$ cat src/hw/rtl/html_text_extractor_core_defines.svh
// Assertion macros shared by the html text extractor RTL.
// Depends on nothing; included by the modules that carry assertions.
`ifndef HTML_TEXT_EXTRACTOR_CORE_DEFINES_SVH
`define HTML_TEXT_EXTRACTOR_CORE_DEFINES_SVH

// Same-cycle implication, masked while reset is high
`define HTE_ASSERT_NOW(label, clk, rst, ante, cons, msg) \
   label: assert property (@(posedge clk) disable iff (rst) (ante) |-> (cons)) \
      else $error(msg);

// Next-cycle implication, masked while reset is high
`define HTE_ASSERT_NEXT(label, clk, rst, ante, cons, msg) \
   label: assert property (@(posedge clk) disable iff (rst) (ante) |=> (cons)) \
      else $error(msg);

`endif

$ cat src/hw/rtl/hte_pkg.sv
// Shared types, character codes and tag pattern tables for the html text extractor.
// Depends on nothing; imported by every module of the block.
package hte_pkg;

   localparam int unsigned HIST_DEPTH  = 8;
   localparam int unsigned NUM_PAT     = 4;
   localparam int unsigned FIFO_DEPTH  = 4;
   localparam int unsigned FIFO_PTR_W  = $clog2(FIFO_DEPTH);
   localparam int unsigned FIFO_CNT_W  = $clog2(FIFO_DEPTH + 1);

   // Character codes
   localparam logic [7:0] CH_LT  = 8'h3c;
   localparam logic [7:0] CH_GT  = 8'h3e;
   localparam logic [7:0] CH_SP  = 8'h20;
   localparam logic [7:0] CH_LF  = 8'h0a;
   localparam logic [7:0] CH_CR  = 8'h0d;
   localparam logic [7:0] CH_TAB = 8'h09;
   localparam logic [7:0] CASE_OFFSET = 8'h20;

   // Pattern indexes
   localparam int unsigned PAT_SCRIPT_OPEN  = 0;
   localparam int unsigned PAT_STYLE_OPEN   = 1;
   localparam int unsigned PAT_SCRIPT_CLOSE = 2;
   localparam int unsigned PAT_STYLE_CLOSE  = 3;

   // Byte expected against the current (folded) byte for each pattern
   localparam logic [7:0] PAT_TAIL [NUM_PAT] = '{"t", "e", ">", ">"};

   // Number of history entries each pattern checks
   localparam int unsigned PAT_HIST_LEN [NUM_PAT] = '{6, 5, 8, 7};

   // Expected history, entry 0 is the most recent byte
   localparam logic [7:0] PAT_HIST [NUM_PAT][HIST_DEPTH] = '{
      '{"p", "i", "r", "c", "s", "<", 8'h00, 8'h00},
      '{"l", "y", "t", "s", "<", 8'h00, 8'h00, 8'h00},
      '{"t", "p", "i", "r", "c", "s", "/", "<"},
      '{"e", "l", "y", "t", "s", "/", "<", 8'h00}
   };

   // Compare setup of one history cell
   typedef struct packed {
      logic [NUM_PAT-1:0]      used;
      logic [NUM_PAT-1:0][7:0] chr;
   } cell_expect_type;

   // One result item
   typedef struct packed {
      logic       last;
      logic [7:0] data;
   } result_type;

   // Results produced by one accepted byte
   typedef struct packed {
      logic [1:0] count;
      result_type ent0;
      result_type ent1;
   } push_type;

   // Compare setup for the cell at history position pos
   function automatic cell_expect_type cell_expect(int unsigned pos);
      cell_expect_type e;
      e = '0;
      for (int unsigned p = 0; p < NUM_PAT; p++) begin
         e.used[p] = (pos < PAT_HIST_LEN[p]);
         e.chr[p]  = PAT_HIST[p][pos];
      end
      return e;
   endfunction

endpackage

$ cat src/hw/rtl/html_text_extractor_core.sv
// Top level of the html text extractor: text state, history cell chain, result queue.
// Depends on hte_pkg, hte_hist_cell, hte_out_fifo and the assertion macro header.
//
// Usage:
//   req_* carries the document one byte per transfer, req_tlast on the final byte.
//   rsp_* carries the extracted text; rsp_tlast marks the newline that closes
//   a document (or, in raw mode, the final byte passed through).
//   csr_* writes raw_passthrough; write it only while no results are pending.
// A result enters the result queue when its byte is accepted and leaves it on rsp.
// Throughput: one byte per cycle while req_tready is high. A byte yields zero,
//   one or two results; the result queue drains one per cycle, and req_tready
//   stays high while the four-entry queue has room for two more results.
// Reset clears the mode, the byte history, the tag and script flags and the
//   queue. When the receiver stalls, queued results hold and req_tready falls
//   once the queue cannot take a worst-case byte.
// The history is a chain of eight cells; each compares its byte with the
//   tag patterns so the match is one AND over the chain.
`include "html_text_extractor_core_defines.svh"
module html_text_extractor_core
   import hte_pkg::*;
(
   input  logic       clock,
   input  logic       reset,
   input  logic       req_tvalid,
   output logic       req_tready,
   input  logic [7:0] req_tdata,   // [7:0] in_byte
   input  logic       req_tlast,   // in_last
   output logic       rsp_tvalid,
   input  logic       rsp_tready,
   output logic [7:0] rsp_tdata,   // [7:0] out_byte
   output logic       rsp_tlast,   // out_end
   input  logic       csr_valid,
   output logic       csr_ready,
   input  logic       csr_data
);

   logic                raw_ff, raw_in;
   logic                tag_ff, tag_in;
   logic                script_ff, script_in;
   logic                space_ff, space_in;
   logic                accept;
   logic                room_ok;
   logic [7:0]          fold;
   logic [7:0]          hist_q [HIST_DEPTH];
   logic [NUM_PAT-1:0]  cell_hit [HIST_DEPTH];
   logic [NUM_PAT-1:0]  hist_hit;
   logic                open_hit;
   logic                close_hit;
   logic                emit_valid;
   logic [7:0]          emit_data;
   push_type            push;
   result_type          rsp_ent;

   assign csr_ready  = 1'b1;
   assign req_tready = room_ok;
   assign accept     = req_tvalid && req_tready;

   // Fold upper case to lower case
   always_comb begin
      fold = req_tdata;
      if (req_tdata inside {["A":"Z"]}) begin
         fold = req_tdata + CASE_OFFSET;
      end
   end

   // History chain; the newest byte enters cell zero
   for (genvar k = 0; k < HIST_DEPTH; k++) begin : g_cell
      logic [7:0] cell_d;
      if (k == 0) begin : g_head
         assign cell_d = fold;
      end else begin : g_body
         assign cell_d = hist_q[k-1];
      end
      hte_hist_cell u_cell (
         .clock      (clock),
         .reset      (reset),
         .shift_en   (accept && !raw_ff),
         .clear      (accept && req_tlast),
         .hist_d     (cell_d),
         .expect_cfg (cell_expect(k)),
         .hist_q     (hist_q[k]),
         .hit        (cell_hit[k])
      );
   end

   // Combine cell matches with the current byte
   always_comb begin
      hist_hit = '1;
      for (int unsigned k = 0; k < HIST_DEPTH; k++) begin
         hist_hit = hist_hit & cell_hit[k];
      end
      open_hit  = (hist_hit[PAT_SCRIPT_OPEN] && (fold == PAT_TAIL[PAT_SCRIPT_OPEN])) ||
                  (hist_hit[PAT_STYLE_OPEN] && (fold == PAT_TAIL[PAT_STYLE_OPEN]));
      close_hit = (hist_hit[PAT_SCRIPT_CLOSE] && (fold == PAT_TAIL[PAT_SCRIPT_CLOSE])) ||
                  (hist_hit[PAT_STYLE_CLOSE] && (fold == PAT_TAIL[PAT_STYLE_CLOSE]));
   end

   // Text rules for one byte
   always_comb begin
      raw_in     = raw_ff;
      tag_in     = tag_ff;
      script_in  = script_ff;
      space_in   = space_ff;
      emit_valid = 1'b0;
      emit_data  = req_tdata;
      push       = '0;
      if (csr_valid && csr_ready) begin
         raw_in = csr_data;
      end
      if (accept) begin
         if (raw_ff) begin
            push.count     = 2'd1;
            push.ent0.data = req_tdata;
            push.ent0.last = req_tlast;
         end else begin
            if (open_hit) begin
               script_in = 1'b1;
            end
            if (req_tdata == CH_LT) begin
               tag_in = 1'b1;
            end else if (req_tdata == CH_GT) begin
               tag_in = 1'b0;
               if (!space_ff) begin
                  emit_valid = 1'b1;
                  emit_data  = CH_LF;
                  space_in   = 1'b1;
               end
            end else if (!tag_ff && !script_ff) begin
               if (req_tdata inside {CH_SP, CH_LF, CH_CR, CH_TAB}) begin
                  if (!space_ff) begin
                     emit_valid = 1'b1;
                     emit_data  = CH_SP;
                     space_in   = 1'b1;
                  end
               end else begin
                  emit_valid = 1'b1;
                  space_in   = 1'b0;
               end
            end
            if (close_hit) begin
               script_in = 1'b0;
            end
            // Order the byte result before the closing newline
            push.count     = 2'(emit_valid) + 2'(req_tlast);
            push.ent0.data = emit_valid ? emit_data : CH_LF;
            push.ent0.last = !emit_valid;
            push.ent1.data = CH_LF;
            push.ent1.last = 1'b1;
         end
         if (req_tlast) begin
            tag_in    = 1'b0;
            script_in = 1'b0;
            space_in  = 1'b0;
         end
      end
   end

   always_ff @(posedge clock) begin
      if (reset) begin
         raw_ff    <= 1'b0;
         tag_ff    <= 1'b0;
         script_ff <= 1'b0;
         space_ff  <= 1'b0;
      end else begin
         raw_ff    <= raw_in;
         tag_ff    <= tag_in;
         script_ff <= script_in;
         space_ff  <= space_in;
      end
   end

   // Result queue between the byte stage and the receiver
   hte_out_fifo u_fifo (
      .clock      (clock),
      .reset      (reset),
      .push       (push),
      .room_ok    (room_ok),
      .rsp_tvalid (rsp_tvalid),
      .rsp_tready (rsp_tready),
      .rsp_ent    (rsp_ent)
   );

   assign rsp_tdata = rsp_ent.data;
   assign rsp_tlast = rsp_ent.last;

   `HTE_ASSERT_NEXT(a_last_clears_state, clock, reset, accept && req_tlast, !tag_ff && !script_ff && !space_ff && (hist_q[0] == 8'h00), "text state not cleared after final byte")
   `HTE_ASSERT_NOW(a_text_last_pushes_end, clock, reset, accept && req_tlast && !raw_ff, push.count != 2'd0, "final byte gave no closing result")

endmodule

$ cat src/hw/rtl/hte_hist_cell.sv
// One cell of the byte history chain: holds one folded byte, passes it on, compares it.
// Depends on hte_pkg.
module hte_hist_cell
   import hte_pkg::*;
(
   input  logic                clock,
   input  logic                reset,
   input  logic                shift_en,
   input  logic                clear,
   input  logic [7:0]          hist_d,
   input  cell_expect_type     expect_cfg,
   output logic [7:0]          hist_q,
   output logic [NUM_PAT-1:0]  hit
);

   logic [7:0] byte_ff;
   logic [7:0] byte_in;

   // Take the neighbor's byte on a shift, drop everything on a clear
   always_comb begin
      byte_in = byte_ff;
      if (clear) begin
         byte_in = '0;
      end else if (shift_en) begin
         byte_in = hist_d;
      end
   end

   always_ff @(posedge clock) begin
      if (reset) begin
         byte_ff <= '0;
      end else begin
         byte_ff <= byte_in;
      end
   end

   assign hist_q = byte_ff;

   // Match per pattern; positions a pattern does not reach always match
   always_comb begin
      for (int unsigned p = 0; p < NUM_PAT; p++) begin
         hit[p] = !expect_cfg.used[p] || (byte_ff == expect_cfg.chr[p]);
      end
   end

endmodule

$ cat src/hw/rtl/hte_out_fifo.sv
// Result queue: takes up to two results per cycle, hands out one per transfer.
// Depends on hte_pkg and the assertion macro header.
`include "html_text_extractor_core_defines.svh"
module hte_out_fifo
   import hte_pkg::*;
(
   input  logic       clock,
   input  logic       reset,
   input  push_type   push,
   output logic       room_ok,
   output logic       rsp_tvalid,
   input  logic       rsp_tready,
   output result_type rsp_ent
);

   result_type            mem [FIFO_DEPTH];
   logic [FIFO_PTR_W-1:0] wr_ptr_ff, wr_ptr_in;
   logic [FIFO_PTR_W-1:0] rd_ptr_ff, rd_ptr_in;
   logic [FIFO_CNT_W-1:0] count_ff, count_in;
   logic                  pop;

   assign pop        = rsp_tvalid && rsp_tready;
   assign rsp_tvalid = (count_ff != '0);
   assign rsp_ent    = mem[rd_ptr_ff];
   assign room_ok    = (count_ff <= FIFO_CNT_W'(FIFO_DEPTH - 2));

   // Advance pointers and occupancy
   always_comb begin
      wr_ptr_in = wr_ptr_ff + FIFO_PTR_W'(push.count);
      rd_ptr_in = rd_ptr_ff + FIFO_PTR_W'(pop);
      count_in  = count_ff + FIFO_CNT_W'(push.count) - FIFO_CNT_W'(pop);
   end

   always_ff @(posedge clock) begin
      if (reset) begin
         wr_ptr_ff <= '0;
         rd_ptr_ff <= '0;
         count_ff  <= '0;
      end else begin
         wr_ptr_ff <= wr_ptr_in;
         rd_ptr_ff <= rd_ptr_in;
         count_ff  <= count_in;
      end
   end

   // Store the new results in order
   always_ff @(posedge clock) begin
      if (push.count != 2'd0) begin
         mem[wr_ptr_ff] <= push.ent0;
      end
      if (push.count == 2'd2) begin
         mem[wr_ptr_ff + FIFO_PTR_W'(1)] <= push.ent1;
      end
   end

   `HTE_ASSERT_NOW(a_fifo_no_overflow, clock, reset, 1'b1, count_ff <= FIFO_CNT_W'(FIFO_DEPTH), "result queue overflow")
   `HTE_ASSERT_NEXT(a_fifo_pop_only, clock, reset, pop && (push.count == 2'd0), count_ff == $past(count_ff) - FIFO_CNT_W'(1), "result queue count lost a transfer")

endmodule

$ cat config.mk
export PLATFORM = sky130hd
export DESIGN_NAME = html_text_extractor_core
export DESIGN_NICKNAME = d
export VERILOG_FILES = /design/src/hw/rtl/hte_pkg.sv /design/src/hw/rtl/html_text_extractor_core.sv /design/src/hw/rtl/hte_hist_cell.sv /design/src/hw/rtl/hte_out_fifo.sv
export VERILOG_INCLUDE_DIRS = /design/src /design/src/hw/rtl
export SDC_FILE = /design/constraint.sdc
export NUM_CORES = 1
export LEC_CHECK = 0
export CORE_AREA = 2 2 168 137
export DETAILED_ROUTE_END_ITERATION = 12
export DIE_AREA = 0 0 170 139
export DONT_BUFFER_PORTS = 1
export PLACE_DENSITY = 0.55
export SETUP_SLACK_MARGIN = 0.2
export SLEW_MARGIN = 25
export SYNTH_ARGS = -nofsm -noshare
export SYNTH_HDL_FRONTEND = slang
export SYNTH_HIERARCHICAL = 1
export SYNTH_SLANG_ARGS = --single-unit
export TNS_END_PERCENT = 30
$ cat constraint.sdc
create_clock -name clock -period 6.4 [get_ports clock]
set_input_delay 0.32 -clock clock [delete_from_list [all_inputs] [get_ports clock]]
set_output_delay 0.32 -clock clock [all_outputs]
set_load 0.005 [all_outputs]
After elaboration in Yosys (flattened, before gate mapping)
Memories as Yosys holds them, arrays and structs flattened. A register that Yosys moved wholly into a read port is not among the register bits.
Index checks and enable logic that the tools add are counted.
Widths: inputs -> output; s select.
- register bits: 75
- bits in latches: 0
- RAM bits: 36
- bits in read-only memories: 0
- bits of input ports: 15
- output and inout port bits: 12
- logic and storage cells: 133
- memories kept: 1
- memory list (name ; depth ; width ; read ports ; clocked after Yosys merged registers in ; wr ports ; line ; text):
    u_fifo.mem ; 4 ; 9 ; 1 ; 1 ; 2 ; hte_out_fifo.sv:16 ; result_type mem [FIFO_DEPTH];
- $add $sub $neg: 7
- multiply operators: 0
- div/mod/pow operators: 0
- order comparisons: 3
- equal/unequal tests: 37
- shift operators: 0
- muxes and demuxes: 37
- bitwise gates (word level): 7
- reduce and logical (&&, ||, !) cells: 26
- operators by type and width (kind ; count):
    $eq 8x7->1 const B ; 21
    $eq 8x6->1 const B ; 10
    $mux 8 ; 8
    $and 4x4->4 ; 7
    $mux 1 ; 25
    $eq 8x4->1 const B ; 3
    $mux 20 ; 1
    $reduce_bool 3->1 ; 4
    $mux 11 ; 1
    $logic_and 1x1->1 ; 10
    $mux 9 ; 1
    $add 8x6->8 const B ; 1
    $ge 8x7->1 const B ; 1
    $le 8x7->1 const B ; 1
    $reduce_and 3->1 ; 2
    $logic_not 1->1 ; 4
    $ne 2x2->1 const B ; 2
    $reduce_and 4->1 ; 1
    $reduce_bool 4->1 ; 1
    $add 3x2->3 ; 1
    $le 3x2->1 const B ; 1
    $sub 3x1->3 ; 1
    $add 1x1->2 ; 1
    $add 2x1->2 ; 1
    7 further kinds ; 8

Depth between registers and ports, before layout
- word-level depth: 14
- gate-level depth with buffers: 14
- depth with buffers taken out: 13

Cells and area by module
Netlist, hierarchy kept.
- by module, submodules not included (module ; instances ; cells each ; area each (um^2) ; seq. area each (um^2)):
    hte_hist_cell ; 8 ; 79 ; 718.2 ; 160.2
    hte_out_fifo ; 1 ; 132 ; 2187.1 ; 1221.2
    html_text_extractor_core ; 1 ; 103 ; 721.9 ; 80.1

Least setup slack after synthesis
OpenSTA, ideal clock, no wires.
- path type: input port to flip-flop
- start: input req_tdata[0]
- end: memory u_fifo/mem[0][0] (netlist name), enable pin
- library setup time: 390 ps
- arrival: 2931 ps
- data required time: 6010 ps
- slack: 3079 ps
- stages on the path: 10
- buffers on the path: 0
- cells stage by stage: or4b_1 -> a21oi_2 -> o21ai_0 -> nand2_1 -> a22oi_1 -> ha_1 -> nor2_1 -> nor2_1 -> nor2_1 -> o31ai_1
- RTL lines (item ; line ; text):
    start: declaration ; html_text_extractor_core.sv:26 ; input logic [7:0] req_tdata,
    end: declaration ; hte_out_fifo.sv:16 ;

==> impl_metrics.json <==
{
  "status": "finished, final reports clean",
  "synth_top_area_frac": 0.259,
  "crit_path_end_kind": "flop",
  "clock-sinks": 111,
  "dp.cells": 1371,
  "switching_share": 0.326,
  "fmax_ghz": 0.301,
  "syn_area_mm2": 0.00865,
  "tightestPinTransition_ns": 0.892,
  "rows": 49,
  "first_pass_iters": 4,
  "drive_gt1_frac": 0.0703,
  "reg2reg_from": "tag_ff",
  "vias": 5781,
  "p_per_area_mw_per_mm2": 206,
  "p_seq_frac": 0.430,
  "p_clk_frac": 0.294,
  "period_minus_slack_ns": 3.32,
  "synth.distinct_cells": 61,
  "die_w_um": 170,
  "cp_slowest_cell": "nor2_1",
  "clockRootBuffer": "clkbuf_16",
  "synth_area_leader_cell": "xnor2_1",
  "cts_tree": "built",
  "irDropWorstVdd_mv": 0.123,
  "grt_max_degree": 42,
  "hold_viol": 0,
  "slowest_delay_ns": 0.70,
  "synth_seq_cells": 111,
  "final.setup_skew_ns": 0.0143,
  "remaining_drc_errors": 0,
  "num_antenna_cells": 0,
  "synth_ff_type": "dfxtp_1",
  "tns_ns": 0,
  "dieArea_mm2": 0.0236,
  "clk_pin_slew_worst_paths_ns": 0.08,
  "setup_viol": 0,
  "clockBufferDepth": 2,
  "fillCellCount": 2188,
  "die_h_um": 139,
  "synthTopCellsByArea": "xnor2_1 (26%), dfxtp_1 (17%), edfxtp_1 (12%)",
  "synth-edff-count": 36,
  "async_reset_ff_frac": 0,
  "final_nets": 1125,
  "path_cells": "or4b_1 -> a21oi_2 -> o21ai_0 -> nand2_1 -> a22oi_1 -> ha_1 -> nor2_1 -> nor2_1 -> mux2i_1 -> nor2_1",
  "area_delta_synth_final_pct": 12.9,
  "worst-setup-path-type": "input pin to flop",
  "ant_nets": 0,
  "initial_utilization": 0.392,
  "postRouteWirelength_um": 18100,
  "grt_pass1_vias": 5534,
  "min_from": "reset",
  "wl_per_cell_um": 13.1,
  "power.leakage_nw": 3.53,
  "cp.required_ns": 6.40,
  "syn_inst": 867,
  "vias_per_cell": 4.16,
  "portBuffers": 0,
  "htreeDepth": 3,
  "startpoint": "req_tdata[0]",
  "start_kind": "input pin",
  "io_pins": 27,
  "gp_congestion": 0.829,
  "gr-total-overflow": 0,
  "cp.arrival_ns": 3.32,
  "cts.repair.resized": 0,
  "period_share": 0.519,
  "p_switching_mw": 0.655,
  "drt_iter0_drc": 281,
  "antenna_found_initial": 0,
  "grt_use_total": 0.163,
  "crit_top_cell": "nor2_1",
  "relSlewSlack": 0.403,
  "final_area_mm2": 0.00977,
  "design.core.area_mm2": 0.0221,
  "seq_area_frac_synth": 0.298,
  "finalCoreUtilization": 0.443,
  "slew_viol_final": 0,
  "placed_cell_area_mm2": 0.00943,
  "cap_violations": 0,
  "clock_latency_ns": 0.37,
  "dp_hpwl_um": 13500,
  "fin_hold_ws_ns": 0.0170,
  "yosys_warnings": 6,
  "power_frac_comb": 0.275,
  "grt_pass1_wl_um": 30100,
  "numCtsBuffers": 9,
  "rsz0062_at_grt": "no",
  "intPower_mw": 1.36,
  "avgSynthCellArea_um2": 9.98,
  "hold_class": "input pin to flop",
  "path_max_fanout": 10,
  "layout.cells.non_filler": 1389
}
==> final cells by class <==
class | instances | area, µm² | area share
Clock buffer | 9 | 225 | 0.0230
Timing Repair Buffer | 4 | 35.0 | 0.00358
Tap cell | 280 | 350 | 0.0358
Inverter | 7 | 27.5 | 0.00282
Sequential cell | 111 | 2580 | 0.264
Multi-Input combinational cell | 971 | 6470 | 0.662
Clock inverter | 7 | 86.3 | 0.00883
==> metal layers <==
layer,share of wire,track usage
met3,0.027,0.0260
met4,0.022,0.0526
met1,0.54,0.244
met2,0.41,0.236
met5,0,0
==> path summary, 6_finish.rpt <==
path | end | slack, ns | depth (start not counted)
worst min-delay path | u_fifo/count_ff[1] | 0.02 | 1
worst min register to register | space_ff | 0.53 | 2
worst max-delay path | u_fifo/mem[1][1] | 3.08 | 10
worst max register to register | u_fifo/mem[1][1] | 3.24 | 8
==> critical path: cells and delay by family <==
kind                       cells  cell delay (ns)
and+or+nand+nor                5             2.05
adders and majority gates      1             0.29
AOI/OAI and AO/OA              3             0.43
muxes                          1             0.20
==> kinds of logic after synthesis <==
| kind of cell | share of synthesized area |
|---|---|
| other | 0.000868 |
| adder cells (fa/ha/maj) | 0.00954 |
| AND/OR/NAND/NOR | 0.134 |
| flip-flops | 0.298 |
| multiplexers | 0.152 |
| AO/OA/AOI/OAI | 0.0486 |
| buffers and inverters | 0.0927 |
| XOR/XNOR | 0.264 |
==> state kept, by name (all words and copies together), names as in the netlist <==
| name | flops |
|---|---|
| g_cell.u_cell/hist_q | 64 |
| u_fifo/mem | 36 |
| u_fifo/count_ff | 3 |
| u_fifo/rd_ptr_ff | 2 |
| u_fifo/wr_ptr_ff | 2 |
| raw_ff | 1 |
| script_ff | 1 |
| space_ff | 1 |
| tag_ff | 1 |
==> placed cells by master (no fill, tap or decap), types with 3 or more instances in the layout <==
| cell type | instances |
|---|---|
| dfxtp_1 | 75 |
| clkbuf_16 | 9 |
| and2_1 | 3 |
| mux4_2 | 9 |
| mux2_2 | 38 |
| or2_1 | 9 |
| conb_1 | 313 |
| inv_6 | 3 |
| nand2_1 | 12 |
| a21oi_1 | 9 |
| nand2b_1 | 3 |
| o31ai_1 | 4 |
| nand4_1 | 70 |
| ha_1 | 5 |
| nor2b_1 | 7 |
| xnor2_1 | 256 |
| nor2_1 | 77 |
| nor3b_1 | 3 |
| o21ai_0 | 3 |
| or2_2 | 3 |
| mux2i_1 | 67 |
| and3_1 | 4 |
| inv_1 | 6 |
| nor3_1 | 5 |
| clkinv_8 | 3 |
| o21ai_1 | 32 |
| edfxtp_1 | 36 |
==> power by group through the flow <==
stage                     registers, mW  logic (mW)  clock network [mW]
after floorplan                   0.830       0.513                   0
after global routing              0.878       0.614               0.636
after CTS                         0.867       0.551               0.612
after global placement            0.884       0.546                   0
final                             0.866       0.554               0.592
after detailed placement          0.884       0.547                   0
==> repair_timing <==
| action | 4_1_cts | 5_1_grt |
|---|---|---|
| endpoints found under the hold margin | 1 | 1 |
| setup buffers | 0 | 0 |
| hold buffers | 1 | 1 |
==> cell usage after synthesis (9+ instances only) <==
| cell | n |
|---|---|
| buf_2 | 13 |
| nand4_1 | 70 |
| nand2_1 | 12 |
| mux2i_1 | 67 |
| edfxtp_1 | 36 |
| xnor2_1 | 256 |
| mux4_2 | 9 |
| dfxtp_1 | 75 |
| o21ai_1 | 32 |
| buf_6 | 48 |
| or2_1 | 9 |
| buf_4 | 17 |
| nor2_1 | 77 |
| a21oi_1 | 9 |
| clkbuf_1 | 10 |
| mux2_2 | 38 |
==> stage by stage <==
| step | setup slack [ns] | total power [mW] |
|---|---|---|
| 5_1_grt | 2.82 | 2.13 |
| 3_5_place_dp | 2.61 | 1.43 |
| 2_1_floorplan | 3.08 | 1.34 |
| 4_1_cts | 3.00 | 2.03 |
| 3_3_place_gp | 2.63 | 1.43 |
| 6_report | 3.08 | 2.01 |
Note: power is estimated with default switching activity, not from simulation.
